**config.mk**
```make
export PLATFORM = sky130hd
export DESIGN_NAME = unjam_rotate_sequencer_top
export DESIGN_NICKNAME = d
export VERILOG_FILES = /design/src/rtl/ujr_pkg.sv /design/src/rtl/ujr_cfg.sv /design/src/rtl/ujr_step.sv /design/src/rtl/unjam_rotate_sequencer_top.sv
export VERILOG_INCLUDE_DIRS = /design/src /design/src/rtl
export SDC_FILE = /design/constraint.sdc
export NUM_CORES = 1
export LEC_CHECK = 0
export ABC_AREA = 1
export BUFFER_PORTS_ARGS = -buffer_cell sky130_fd_sc_hd__buf_4
export CAP_MARGIN = 25
export CORE_MARGIN = 2
export CORE_UTILIZATION = 50
export CTS_CLUSTER_DIAMETER = 50
export CTS_CLUSTER_SIZE = 30
export DETAILED_ROUTE_END_ITERATION = 12
export MAX_ROUTING_LAYER = met4
export PLACE_DENSITY = 0.8
export REMOVE_ABC_BUFFERS = 1
export SYNTH_ARGS = -nofsm -noshare
export SYNTH_HDL_FRONTEND = slang
export SYNTH_SLANG_ARGS = --single-unit
```
**constraint.sdc**
```tcl
create_clock -name clk -period 5.9 [get_ports clk]
set_clock_uncertainty 0.1 [all_clocks]
set_input_delay 1.18 -clock clk [delete_from_list [all_inputs] [get_ports clk]]
set_output_delay 1.18 -clock clk [all_outputs]
set_load 0.1 [all_outputs]
```
**src/rtl/assert_macros.svh**
```systemverilog
// Assertion helpers shared by the RTL; all checks run on the rising clock edge
// and are held off while the asynchronous reset is asserted.
`ifndef ASSERT_MACROS_SVH
`define ASSERT_MACROS_SVH

// Same-cycle implication
`define ASSERT_IMPLIES(label, clk, rst_n, ante, cons) \
	label: assert property (@(posedge clk) disable iff (!(rst_n)) (ante) |-> (cons)) \
		else $error("implication check failed");

// Next-cycle implication
`define ASSERT_NEXT(label, clk, rst_n, ante, cons) \
	label: assert property (@(posedge clk) disable iff (!(rst_n)) (ante) |=> (cons)) \
		else $error("next-cycle check failed");

`endif

```
**src/rtl/ujr_pkg.sv**
```systemverilog
package ujr_pkg;

	// Default widths
	localparam int POSITION_WIDTH_DEF = 32;
	localparam int TIMER_WIDTH_DEF    = 16;

	// Fixed field widths
	localparam int DISP_W     = 31;
	localparam int VEL_W      = 31;
	localparam int WAIT_W     = 16;
	localparam int TARGET_W   = 8;
	localparam int ELAPSED_W  = 8;
	localparam int PASS_W     = 9;
	localparam int VEL_OUT_W  = 32;
	localparam int CFG_DATA_W = 32;
	localparam int CFG_IDX_W  = 2;

	// Register reset values
	localparam logic [DISP_W-1:0]   DISP_RST   = DISP_W'(65536);
	localparam logic [VEL_W-1:0]    VEL_RST    = VEL_W'(65536);
	localparam logic [WAIT_W-1:0]   WAIT_RST   = WAIT_W'(1000);
	localparam logic [TARGET_W-1:0] TARGET_RST = TARGET_W'(3);

	localparam logic [PASS_W-1:0] PASS_MAX = '1;

	typedef enum logic [1:0] {
		PH_IDLE  = 2'd0,
		PH_BACK  = 2'd1,
		PH_FWD   = 2'd2,
		PH_CLEAR = 2'd3
	} phase_t;

	typedef enum logic [1:0] {
		MODE_START = 2'd0,
		MODE_TICK  = 2'd1,
		MODE_END   = 2'd2
	} mode_t;

	typedef enum logic [CFG_IDX_W-1:0] {
		REG_DISP   = 2'd0,
		REG_VEL    = 2'd1,
		REG_WAIT   = 2'd2,
		REG_TARGET = 2'd3
	} reg_idx_t;

	typedef struct packed {
		logic [DISP_W-1:0]   disp;
		logic [VEL_W-1:0]    vel;
		logic [WAIT_W-1:0]   max_wait;
		logic [TARGET_W-1:0] target;
	} cfg_t;

	typedef struct packed {
		phase_t              phase;
		logic                fwd_done;
		logic                bwd_done;
		logic [PASS_W-1:0]   passes;
		logic [VEL_OUT_W-1:0] drive;
	} ctrl_t;

	typedef struct packed {
		logic [VEL_OUT_W-1:0] velocity;
		phase_t               phase;
		logic                 finished;
		logic                 clear_jam;
	} res_t;

endpackage

```
**src/rtl/ujr_cfg.sv**
```systemverilog
module ujr_cfg (
	input  logic                                clk,
	input  logic                                arst_n,
	input  logic                                cfg_valid,
	output logic                                cfg_ready,
	input  logic [ujr_pkg::CFG_IDX_W-1:0]       cfg_index,
	input  logic [ujr_pkg::CFG_DATA_W-1:0]      cfg_data,
	output ujr_pkg::cfg_t                       cfg
);

	ujr_pkg::cfg_t cfg_q;

	// Writes are always taken
	assign cfg_ready = 1'b1;
	assign cfg       = cfg_q;

	// Register file
	always_ff @(posedge clk or negedge arst_n) begin
		if (!arst_n) begin
			cfg_q.disp     <= ujr_pkg::DISP_RST;
			cfg_q.vel      <= ujr_pkg::VEL_RST;
			cfg_q.max_wait <= ujr_pkg::WAIT_RST;
			cfg_q.target   <= ujr_pkg::TARGET_RST;
		end else if (cfg_valid) begin
			case (ujr_pkg::reg_idx_t'(cfg_index))
				ujr_pkg::REG_DISP:   cfg_q.disp     <= cfg_data[ujr_pkg::DISP_W-1:0];
				ujr_pkg::REG_VEL:    cfg_q.vel      <= cfg_data[ujr_pkg::VEL_W-1:0];
				ujr_pkg::REG_WAIT:   cfg_q.max_wait <= cfg_data[ujr_pkg::WAIT_W-1:0];
				ujr_pkg::REG_TARGET: cfg_q.target   <= cfg_data[ujr_pkg::TARGET_W-1:0];
				default: begin
				end
			endcase
		end
	end

endmodule

```
**src/rtl/ujr_step.sv**
```systemverilog
module ujr_step #(
	parameter int POSITION_WIDTH = ujr_pkg::POSITION_WIDTH_DEF,
	parameter int TIMER_WIDTH    = ujr_pkg::TIMER_WIDTH_DEF
) (
	input  ujr_pkg::cfg_t                    cfg,
	input  logic [1:0]                       mode,
	input  logic signed [POSITION_WIDTH-1:0] position,
	input  logic                             online,
	input  logic [ujr_pkg::ELAPSED_W-1:0]    elapsed_ms,
	input  ujr_pkg::ctrl_t                   ctrl,
	input  logic signed [POSITION_WIDTH-1:0] start_pos,
	input  logic [TIMER_WIDTH-1:0]           timer,
	output ujr_pkg::ctrl_t                   ctrl_nxt,
	output logic signed [POSITION_WIDTH-1:0] start_pos_nxt,
	output logic [TIMER_WIDTH-1:0]           timer_nxt,
	output ujr_pkg::res_t                    res
);

	// Compare widths wide enough that nothing overflows
	localparam int CW  = ((POSITION_WIDTH > ujr_pkg::DISP_W) ? POSITION_WIDTH
		: ujr_pkg::DISP_W) + 2;
	localparam int TCW = (TIMER_WIDTH > ujr_pkg::WAIT_W) ? TIMER_WIDTH : ujr_pkg::WAIT_W;

	logic signed [CW-1:0]          pos_x;
	logic signed [CW-1:0]          start_x;
	logic signed [CW-1:0]          bwd_thresh;
	logic                          bwd_hit;
	logic                          fwd_hit;
	logic [TIMER_WIDTH:0]          timer_sum;
	logic [TIMER_WIDTH-1:0]        timer_adv;
	logic                          expired;
	logic [ujr_pkg::VEL_OUT_W-1:0] vel_pos;
	logic [ujr_pkg::VEL_OUT_W-1:0] vel_neg;
	logic [ujr_pkg::PASS_W-1:0]    passes_inc;
	logic                          clear_pulse;

	// Position thresholds
	assign pos_x      = CW'(position);
	assign start_x    = CW'(start_pos);
	assign bwd_thresh = start_x - $signed(CW'(cfg.disp));
	assign bwd_hit    = pos_x <= bwd_thresh;
	assign fwd_hit    = pos_x >= start_x;

	// Saturating timer and expiry
	assign timer_sum = (TIMER_WIDTH+1)'(timer) + (TIMER_WIDTH+1)'(elapsed_ms);
	assign timer_adv = timer_sum[TIMER_WIDTH] ? '1 : timer_sum[TIMER_WIDTH-1:0];
	assign expired   = TCW'(timer_adv) >= TCW'(cfg.max_wait);

	// Drive values and pass count
	assign vel_pos    = ujr_pkg::VEL_OUT_W'(cfg.vel);
	assign vel_neg    = ujr_pkg::VEL_OUT_W'(0) - vel_pos;
	assign passes_inc = (ctrl.passes == ujr_pkg::PASS_MAX) ? ctrl.passes
		: ctrl.passes + ujr_pkg::PASS_W'(1);

	// Next state
	always_comb begin
		ctrl_nxt      = ctrl;
		start_pos_nxt = start_pos;
		timer_nxt     = timer;
		clear_pulse   = 1'b0;
		case (ujr_pkg::mode_t'(mode))
			ujr_pkg::MODE_START: begin
				start_pos_nxt     = position;
				ctrl_nxt.fwd_done = 1'b0;
				ctrl_nxt.bwd_done = 1'b0;
				ctrl_nxt.passes   = ujr_pkg::PASS_W'(1);
				ctrl_nxt.phase    = ujr_pkg::PH_BACK;
				ctrl_nxt.drive    = vel_neg;
				timer_nxt         = '0;
			end
			ujr_pkg::MODE_TICK: begin
				timer_nxt = timer_adv;
				if (ctrl.phase == ujr_pkg::PH_BACK) begin
					if (bwd_hit || expired) begin
						ctrl_nxt.bwd_done = ctrl.bwd_done | bwd_hit;
						ctrl_nxt.phase    = ujr_pkg::PH_FWD;
						ctrl_nxt.drive    = vel_pos;
						timer_nxt         = '0;
					end
				end else if (ctrl.phase == ujr_pkg::PH_FWD) begin
					if (fwd_hit || expired) begin
						ctrl_nxt.fwd_done = ctrl.fwd_done | fwd_hit;
						ctrl_nxt.phase    = ujr_pkg::PH_BACK;
						ctrl_nxt.drive    = vel_neg;
						ctrl_nxt.passes   = passes_inc;
						timer_nxt         = '0;
					end
				end
				// Both thresholds seen while rocking: jam cleared
				if ((ctrl_nxt.phase == ujr_pkg::PH_BACK || ctrl_nxt.phase == ujr_pkg::PH_FWD)
						&& ctrl_nxt.fwd_done && ctrl_nxt.bwd_done) begin
					ctrl_nxt.phase = ujr_pkg::PH_CLEAR;
				end
			end
			ujr_pkg::MODE_END: begin
				clear_pulse    = ctrl.phase == ujr_pkg::PH_CLEAR;
				ctrl_nxt.drive = '0;
				ctrl_nxt.phase = ujr_pkg::PH_IDLE;
			end
			default: begin
			end
		endcase
	end

	// Result item
	assign res.velocity  = ctrl_nxt.drive;
	assign res.phase     = ctrl_nxt.phase;
	assign res.finished  = !online || ctrl_nxt.phase == ujr_pkg::PH_CLEAR
		|| ctrl_nxt.passes > ujr_pkg::PASS_W'(cfg.target);
	assign res.clear_jam = clear_pulse;

endmodule

```
**src/rtl/unjam_rotate_sequencer_top.sv**
```systemverilog
// Unjam sequencer: rocks a jammed motor backward and forward around the position
// latched by a start item, turning on displacement or timeout, until both
// directions have cleared (phase 3), and reports velocity, phase, finished and a
// clear_jam pulse on end. One result item per input item. Throughput is one
// item per clock while out_ready does not stall the result register. An item
// passes the input register, then the single-pass step logic into the result
// register; a new item is taken while a result waits for out_ready. Config
// writes are always ready and must only be issued while the block is idle.
`include "assert_macros.svh"

module unjam_rotate_sequencer_top #(
	parameter int POSITION_WIDTH = ujr_pkg::POSITION_WIDTH_DEF,
	parameter int TIMER_WIDTH    = ujr_pkg::TIMER_WIDTH_DEF
) (
	input  logic                                  clk,
	input  logic                                  arst_n,
	// config write channel
	input  logic                                  cfg_valid,
	output logic                                  cfg_ready,
	input  logic [ujr_pkg::CFG_IDX_W-1:0]         cfg_index,
	input  logic [ujr_pkg::CFG_DATA_W-1:0]        cfg_data,
	// input items
	input  logic                                  in_valid,
	output logic                                  in_ready,
	input  logic [1:0]                            mode,
	input  logic signed [POSITION_WIDTH-1:0]      position,
	input  logic                                  online,
	input  logic [ujr_pkg::ELAPSED_W-1:0]         elapsed_ms,
	// result items
	output logic                                  out_valid,
	input  logic                                  out_ready,
	output logic signed [ujr_pkg::VEL_OUT_W-1:0]  velocity_setpoint,
	output logic [1:0]                            phase,
	output logic                                  finished,
	output logic                                  clear_jam
);

	ujr_pkg::cfg_t                    cfg;

	logic                             valid_s1;
	logic [1:0]                       mode_s1;
	logic signed [POSITION_WIDTH-1:0] position_s1;
	logic                             online_s1;
	logic [ujr_pkg::ELAPSED_W-1:0]    elapsed_s1;

	ujr_pkg::ctrl_t                   ctrl_q;
	logic signed [POSITION_WIDTH-1:0] start_pos_q;
	logic [TIMER_WIDTH-1:0]           timer_q;

	ujr_pkg::ctrl_t                   ctrl_nxt;
	logic signed [POSITION_WIDTH-1:0] start_pos_nxt;
	logic [TIMER_WIDTH-1:0]           timer_nxt;
	ujr_pkg::res_t                    res;

	logic                             out_valid_q;
	ujr_pkg::res_t                    res_q;
	logic                             advance;

	ujr_cfg u_cfg (
		.clk       (clk),
		.arst_n    (arst_n),
		.cfg_valid (cfg_valid),
		.cfg_ready (cfg_ready),
		.cfg_index (cfg_index),
		.cfg_data  (cfg_data),
		.cfg       (cfg)
	);

	ujr_step #(
		.POSITION_WIDTH (POSITION_WIDTH),
		.TIMER_WIDTH    (TIMER_WIDTH)
	) u_step (
		.cfg           (cfg),
		.mode          (mode_s1),
		.position      (position_s1),
		.online        (online_s1),
		.elapsed_ms    (elapsed_s1),
		.ctrl          (ctrl_q),
		.start_pos     (start_pos_q),
		.timer         (timer_q),
		.ctrl_nxt      (ctrl_nxt),
		.start_pos_nxt (start_pos_nxt),
		.timer_nxt     (timer_nxt),
		.res           (res)
	);

	// Handshake: stage 1 moves when the result register is free or draining
	assign advance  = valid_s1 && (!out_valid_q || out_ready);
	assign in_ready = !valid_s1 || advance;

	// Input register
	always_ff @(posedge clk or negedge arst_n) begin
		if (!arst_n) begin
			valid_s1 <= 1'b0;
		end else if (in_ready) begin
			valid_s1 <= in_valid;
		end
	end

	always_ff @(posedge clk) begin
		if (in_valid && in_ready) begin
			mode_s1     <= mode;
			position_s1 <= position;
			online_s1   <= online;
			elapsed_s1  <= elapsed_ms;
		end
	end

	// Sequencer state
	always_ff @(posedge clk or negedge arst_n) begin
		if (!arst_n) begin
			ctrl_q.phase    <= ujr_pkg::PH_IDLE;
			ctrl_q.fwd_done <= 1'b0;
			ctrl_q.bwd_done <= 1'b0;
			ctrl_q.passes   <= '0;
			ctrl_q.drive    <= '0;
			start_pos_q     <= '0;
			timer_q         <= '0;
		end else if (advance) begin
			ctrl_q      <= ctrl_nxt;
			start_pos_q <= start_pos_nxt;
			timer_q     <= timer_nxt;
		end
	end

	// Result register
	always_ff @(posedge clk or negedge arst_n) begin
		if (!arst_n) begin
			out_valid_q <= 1'b0;
		end else if (advance) begin
			out_valid_q <= 1'b1;
		end else if (out_ready) begin
			out_valid_q <= 1'b0;
		end
	end

	always_ff @(posedge clk) begin
		if (advance) begin
			res_q <= res;
		end
	end

	assign out_valid         = out_valid_q;
	assign velocity_setpoint = $signed(res_q.velocity);
	assign phase             = res_q.phase;
	assign finished          = res_q.finished;
	assign clear_jam         = res_q.clear_jam;

	// Checks
	`ASSERT_IMPLIES(a_clear_only_at_idle, clk, arst_n,
		out_valid_q && res_q.clear_jam, res_q.phase == ujr_pkg::PH_IDLE)
	`ASSERT_IMPLIES(a_cleared_is_finished, clk, arst_n,
		out_valid_q && res_q.phase == ujr_pkg::PH_CLEAR, res_q.finished)
	`ASSERT_IMPLIES(a_idle_no_drive, clk, arst_n,
		ctrl_q.phase == ujr_pkg::PH_IDLE, ctrl_q.drive == '0)
	`ASSERT_IMPLIES(a_active_has_pass, clk, arst_n,
		ctrl_q.phase != ujr_pkg::PH_IDLE, ctrl_q.passes != '0)
	`ASSERT_NEXT(a_result_after_advance, clk, arst_n, advance, out_valid_q)

endmodule

```
==> After elaboration in Yosys (flattened, before gate mapping) <==
Cells that the tools add are included.
{ "word_totals": {"register_bits": 260, "inputBits": 82, "word_cells": 95} }
{ "op_classes": {"eq_ne": 12, "n_reduce_logical": 24, "order_cmp": 4, "n_addsub": 4, "n_mux": 28, "bitwise_logic": 2} }
{ "op_table": {"columns": ["cell", "n"], "rows": [
  ["one-hot mux 32 bit (3 select lines)", 1],
  ["two-way mux 41 bit", 2],
  ["two-way mux 16 bit", 5],
  ["two-way mux 32 bit", 2],
  ["less-or-equal comparator 32 x 33 -> 1 bit", 1],
  ["subtractor 32 x 32 -> 33 bit", 1],
  [">= comparator 32 bit", 1],
  ["one-hot mux 16 bit (2 select lines)", 1],
  ["subtractor 1 x 31 -> 32 bit, first input constant", 1],
  ["one-hot mux 11 bit (2 select lines)", 1],
  ["two-way mux 9 bit", 2],
  ["adder 16 x 8 -> 17 bit", 1],
  [">= comparator 16 bit", 1],
  ["== test 2 bit, second input constant", 7],
  ["AND reduction 2 bit", 6],
  ["adder 9 x 1 -> 9 bit, second input constant", 1],
  ["== test 9 bit, second input constant", 1],
  ["greater-than comparator 9 x 8 -> 1 bit", 1],
  ["== test 2 x 1 -> 1 bit, second input constant", 4],
  ["two-way mux 2 bit", 4],
  ["logical OR 1 bit", 7],
  ["two-way mux 1 bit", 7],
  ["two-way mux 3 bit", 2],
  ["one-hot mux 2 bit (3 select lines)", 1],
  ["other kinds (5)", 13]
]} }

==> Depth between registers and ports, before layout <==
{ "logic_depth": {"word_depth": 17, "depth_mapped": 38, "depth_no_buf": 38} }

==> Modules after synthesis <==
From an unflattened synthesis, not the netlist that was laid out.
{ "unflattened": {"hier_cells": 2221, "hier_area_um2": 17414.2} }
{ "by_module_without_submodules": {"columns": ["mod", "n_inst", "cells_per_inst", "area_each_um2"], "rows": [
  ["ujr_step", 1, 1343, 7601.0],
  ["unjam_rotate_sequencer_top", 1, 493, 6168.4],
  ["ujr_cfg", 1, 385, 3644.7]
]} }

==> Least setup slack after synthesis <==
No wires, ideal clock.
{ "synth_timing": {"path_kind": "register to register", "from": "register elapsed_s1[0] (netlist name)", "to": "register res_q, in the netlist finished, data pin", "path_stages_with_launch": 38, "required_time_ns": 5.546, "slack_ns": 1.043, "t_arrival_ns": 4.503, "synth_period_minus_slack_ns": 4.857, "cell_sequence": "edfxtp_1 ha_1 fa_1 nand3_1 nor2_2 nor2_1 nor2_2 o21ai_1 nand2_2 nand2_2 nor2_2 nand3_2 nor3_4 nor2_1 inv_1 ha_1 nand2_1 inv_1 [2 not listed] nor2_1 nand2_1 nor2_2 nand4_4 nand2_1 inv_1 nand2_1 nand2_1 o211ai_1 o21ai_0 ha_1 nand4_1 o221a_2 o21ai_0 a21oi_1 o21ai_0 a21oi_1 nand2_1"} }
{ "synth_rtl": {"columns": ["item", "line_no", "rtl"], "rows": [
  ["start: declaration", "unjam_rotate_sequencer_top.sv:44", "logic [ujr_pkg::ELAPSED_W-1:0] elapsed_s1;"],
  ["start signal: assignment", "unjam_rotate_sequencer_top.sv:105", "elapsed_s1 <= elapsed_ms;"],
  ["end signal: assignment", "unjam_rotate_sequencer_top.sv:139", "res_q <= res;"],
  ["end: declaration", "unjam_rotate_sequencer_top.sv:56", "ujr_pkg::res_t res_q;"]
]} }

==> impl_results.md <==
* Status: completed
* ANT cells at 0
* Clk root buf: clkbuf_16
* Endpoints failing setup at 0
* Hold Crit Depth at 2
* Critical Path Max Stage Delay at 0.41 ns
* Worst-margin pin slew at 0.988 ns
* Via Count at 14484
* I/O pin count at 121
* IO buf count at 118
* Setup TNS Final at 0 ns
* DIE AREA at 34700 um2
* DP Area at 17900 um2
* Crit end category: register
* Critical setup path kind: reg2reg
* Routed Antenna Nets at 0
* Fin. max-slew vios at 0
* Largest delay share family, worst path: simple AND/OR/NAND/NOR gates
* DRC violations left at 0
* Power Density at 482 nW/um2
* Worst skew pair latency at 0.57 ns
* Largest net degree at the start of global routing at 134
* GR Overflow Total at 0
* Hold crit path type: reg2reg
* Cell variety after synth at 55
* RePlAce Congestion at 0.926
* Asr flop ratio synth at 69.6%
* Clock sinks at 260
* Worst rel slew slack at 34.0%
* CP Launch Type: register
* Hold buffer count at cts at 0
* Ys Warns at 0
* Endpoint, Worst Hold: u_cfg.cfg[18]$_DFFE_PN0P_
* Buffers plus inverters on the worst setup path at 4
* Post-Syn Area at 16600 um2
* Synth Flop Type: dfrtp_1
* Initial Util at 51.0%
* Gate count of the mapped netlist at 2084
* Wire per inst at 15.9 um
* Iter 0 DRT Violations at 1352
* Clock transition at path regs at 0.07 ns
* Hold wc startpoint: u_cfg.cfg[18]$_DFFE_PN0P_
* CTS tree: done
* Num CTS Buffers at 30
* First-pass iteration count of the detailed router at 7
* Max cap viols at 0
* Chip width at 186 um
* Die height at 186 um
* R2R depth at 38
* RSZ-0062 raised after global routing: false
* Fin. Hold Viols at 0
* Critical Path RT at 6.11 ns
* Post-synth EDFFs at 79
* Worst reg2reg startpoint: elapsed_s1[0]$_DFFE_PP_
* Sequential area share after synthesis at 41.6%
* VDD IR max at 290 uV
* Crit path DAT at 5.71 ns
* Vias in the first global route at 13970
* PnR worst setup slack at 0.401 ns
* WHS at 0.387 ns
* Slowest CP cell: fa_1
* Pleak at 9.37 nW
* Tcrit/Tclk final at 93.2%
* HPWL after DPL at 30200 um
* Clk buf depth at 3
* Tot Pwr at 9.23 mW
* Final WL at 42200 um
* F_max at 182 MHz
* Fin crit period at 5.50 ns
* Reg2reg end: finished$_DFFE_PP_
* Worst slack at placement at 0.217 ns
* Row Count at 66
* CP Launch Point: elapsed_s1[0]$_DFFE_PP_
* First-pass GRT wire length at 69100 um
* Crit path max fanout at 9
* Syn avg cell area at 7.97 um2
* Most frequent cell on the critical path: nand2_1
* Vias per inst at 5.46
* Post-route design area at 19100 um2
* Synth Register Bits at 260
* Flop-to-flop setup slack at 0.40 ns
* Share of post-route cells with drive strength above 1 at 13.0%
* Final #Nets at 2405
* Initial antenna violation count at 0
* Htree depth at 1
* Core area at 32600 um2
* Layout area overhead at 15.2%
* GRT Total Usage at 24.7%
==> worst max-delay path by stage <==
stage,to,cells past startpoint
2_1_floorplan,finished$_DFFE_PP_,37
3_3_place_gp,finished$_DFFE_PP_,36
3_5_place_dp,finished$_DFFE_PP_,36
4_1_cts,finished$_DFFE_PP_,38
5_1_grt,finished$_DFFE_PP_,38
6_report,finished$_DFFE_PP_,38
==> synth_stat cells (all sizes together) (4+ instances only) <==
master	count	share of area [%]
a21oi	96	3.0
clkbuf	43	0.97
a21boi	4	0.20
ha	133	10
dfstp	10	1.6
o211ai	7	0.32
edfxtp	79	14
xnor2	23	1.2
dfrtp	171	26
nand2	583	13
nand4	39	1.7
buf	29	1.2
o21ai	194	6.1
xor2	35	1.8
nor3	16	0.65
o21a	8	0.36
o22ai	9	0.38
nor4	7	0.35
nand3b	13	0.59
nand3	176	6.0
nor2	114	2.7
inv	268	6.1
a21o	7	0.32
a31oi	4	0.15
==> power breakdown <==
| part | leakage, nW | internal (mW) | switching (mW) |
|---|---|---|---|
| registers | 3.04 | 2.30 | 0.325 |
| logic | 5.79 | 1.56 | 3.02 |
| clock network | 0.544 | 1.16 | 0.860 |
| total | 9.37 | 5.03 | 4.21 |
==> area by class of cell <==
type	instances	area [um2]
clock buffer	38	896
clock inverter	18	223
fill	2839	13500
inverter	268	1010
multi-input combinational	1485	8390
sequential	260	6910
tap	442	553
timing repair buffer	143	1170
==> cells by family (layout without fill, tap and decap cells) <==
logic type | Yosys count | in the layout | share of synthesized area (%)
AOI/OAI and AO/OA | 342 | 342 | 11.5
buffers and inverters | 340 | 467 | 8.23
xor gates and xnor gates | 58 | 58 | 3.06
DFF | 260 | 260 | 41.6
other | 1 | 1 | 0.0226
adders and majority gates | 135 | 135 | 10.3
and+or+nand+nor | 948 | 949 | 25.3
==> routing by layer <==
metal / GRT usage (%) / routed length (um) / vias to the layer above
met5: - / 0 / -
met4: 7.35 / 1040 / 0
met3: 2.61 / 2660 / 86
met2: 40.5 / 20000 / 479
met1: 32.4 / 18400 / 6817
li1: - / - / 7102
==> cells in the final DEF (no fill, tap or decap), types with 13 or more instances in the layout <==
| cell type | count |
|---|---|
| nand3_1 | 151 |
| nand2_1 | 575 |
| a21oi_1 | 89 |
| inv_1 | 264 |
| xnor2_1 | 23 |
| o21ai_0 | 165 |
| nor3_1 | 13 |
| nor2_1 | 101 |
| ha_1 | 133 |
| dfrtp_1 | 171 |
| nand4_1 | 36 |
| xor2_1 | 35 |
| o21ai_1 | 18 |
| edfxtp_1 | 79 |
| buf_4 | 136 |
| clkbuf_16 | 34 |
| nand3b_1 | 13 |
| nand3_2 | 25 |
==> registers in the layout (all words and copies together) (netlist names), 2 cells and up <==
name and cells:
u_cfg.cfg 86, ctrl_q 45, position_s1 32, start_pos_q 32, velocity_setpoint 32, timer_q 16, elapsed_s1 8, mode_s1 2
phase 2
==> tightest hold or removal path, cell delays in order (launching register included) <==
cell	delay, ns
dfrtp_1	0.35
nand2_1	0.05
o21ai_0	0.06
==> stage by stage <==
stage / cells / utilization, %
3_3_place_gp: 2589 / 54.8
3_5_place_dp: 2591 / 54.9
4_1_cts: 2647 / 58.3
2_1_floorplan: 2012 / -
5_1_grt: 2654 / 58.7
6_report: 2654 / 58.7
==> timing repair <==
item	in CTS	in global routing
resized for setup	0	7
setup buffers	0	4
endpoints found under the hold margin	0	0
setup endpoints to repair	0	1
Power figures use the tool's default switching activity.
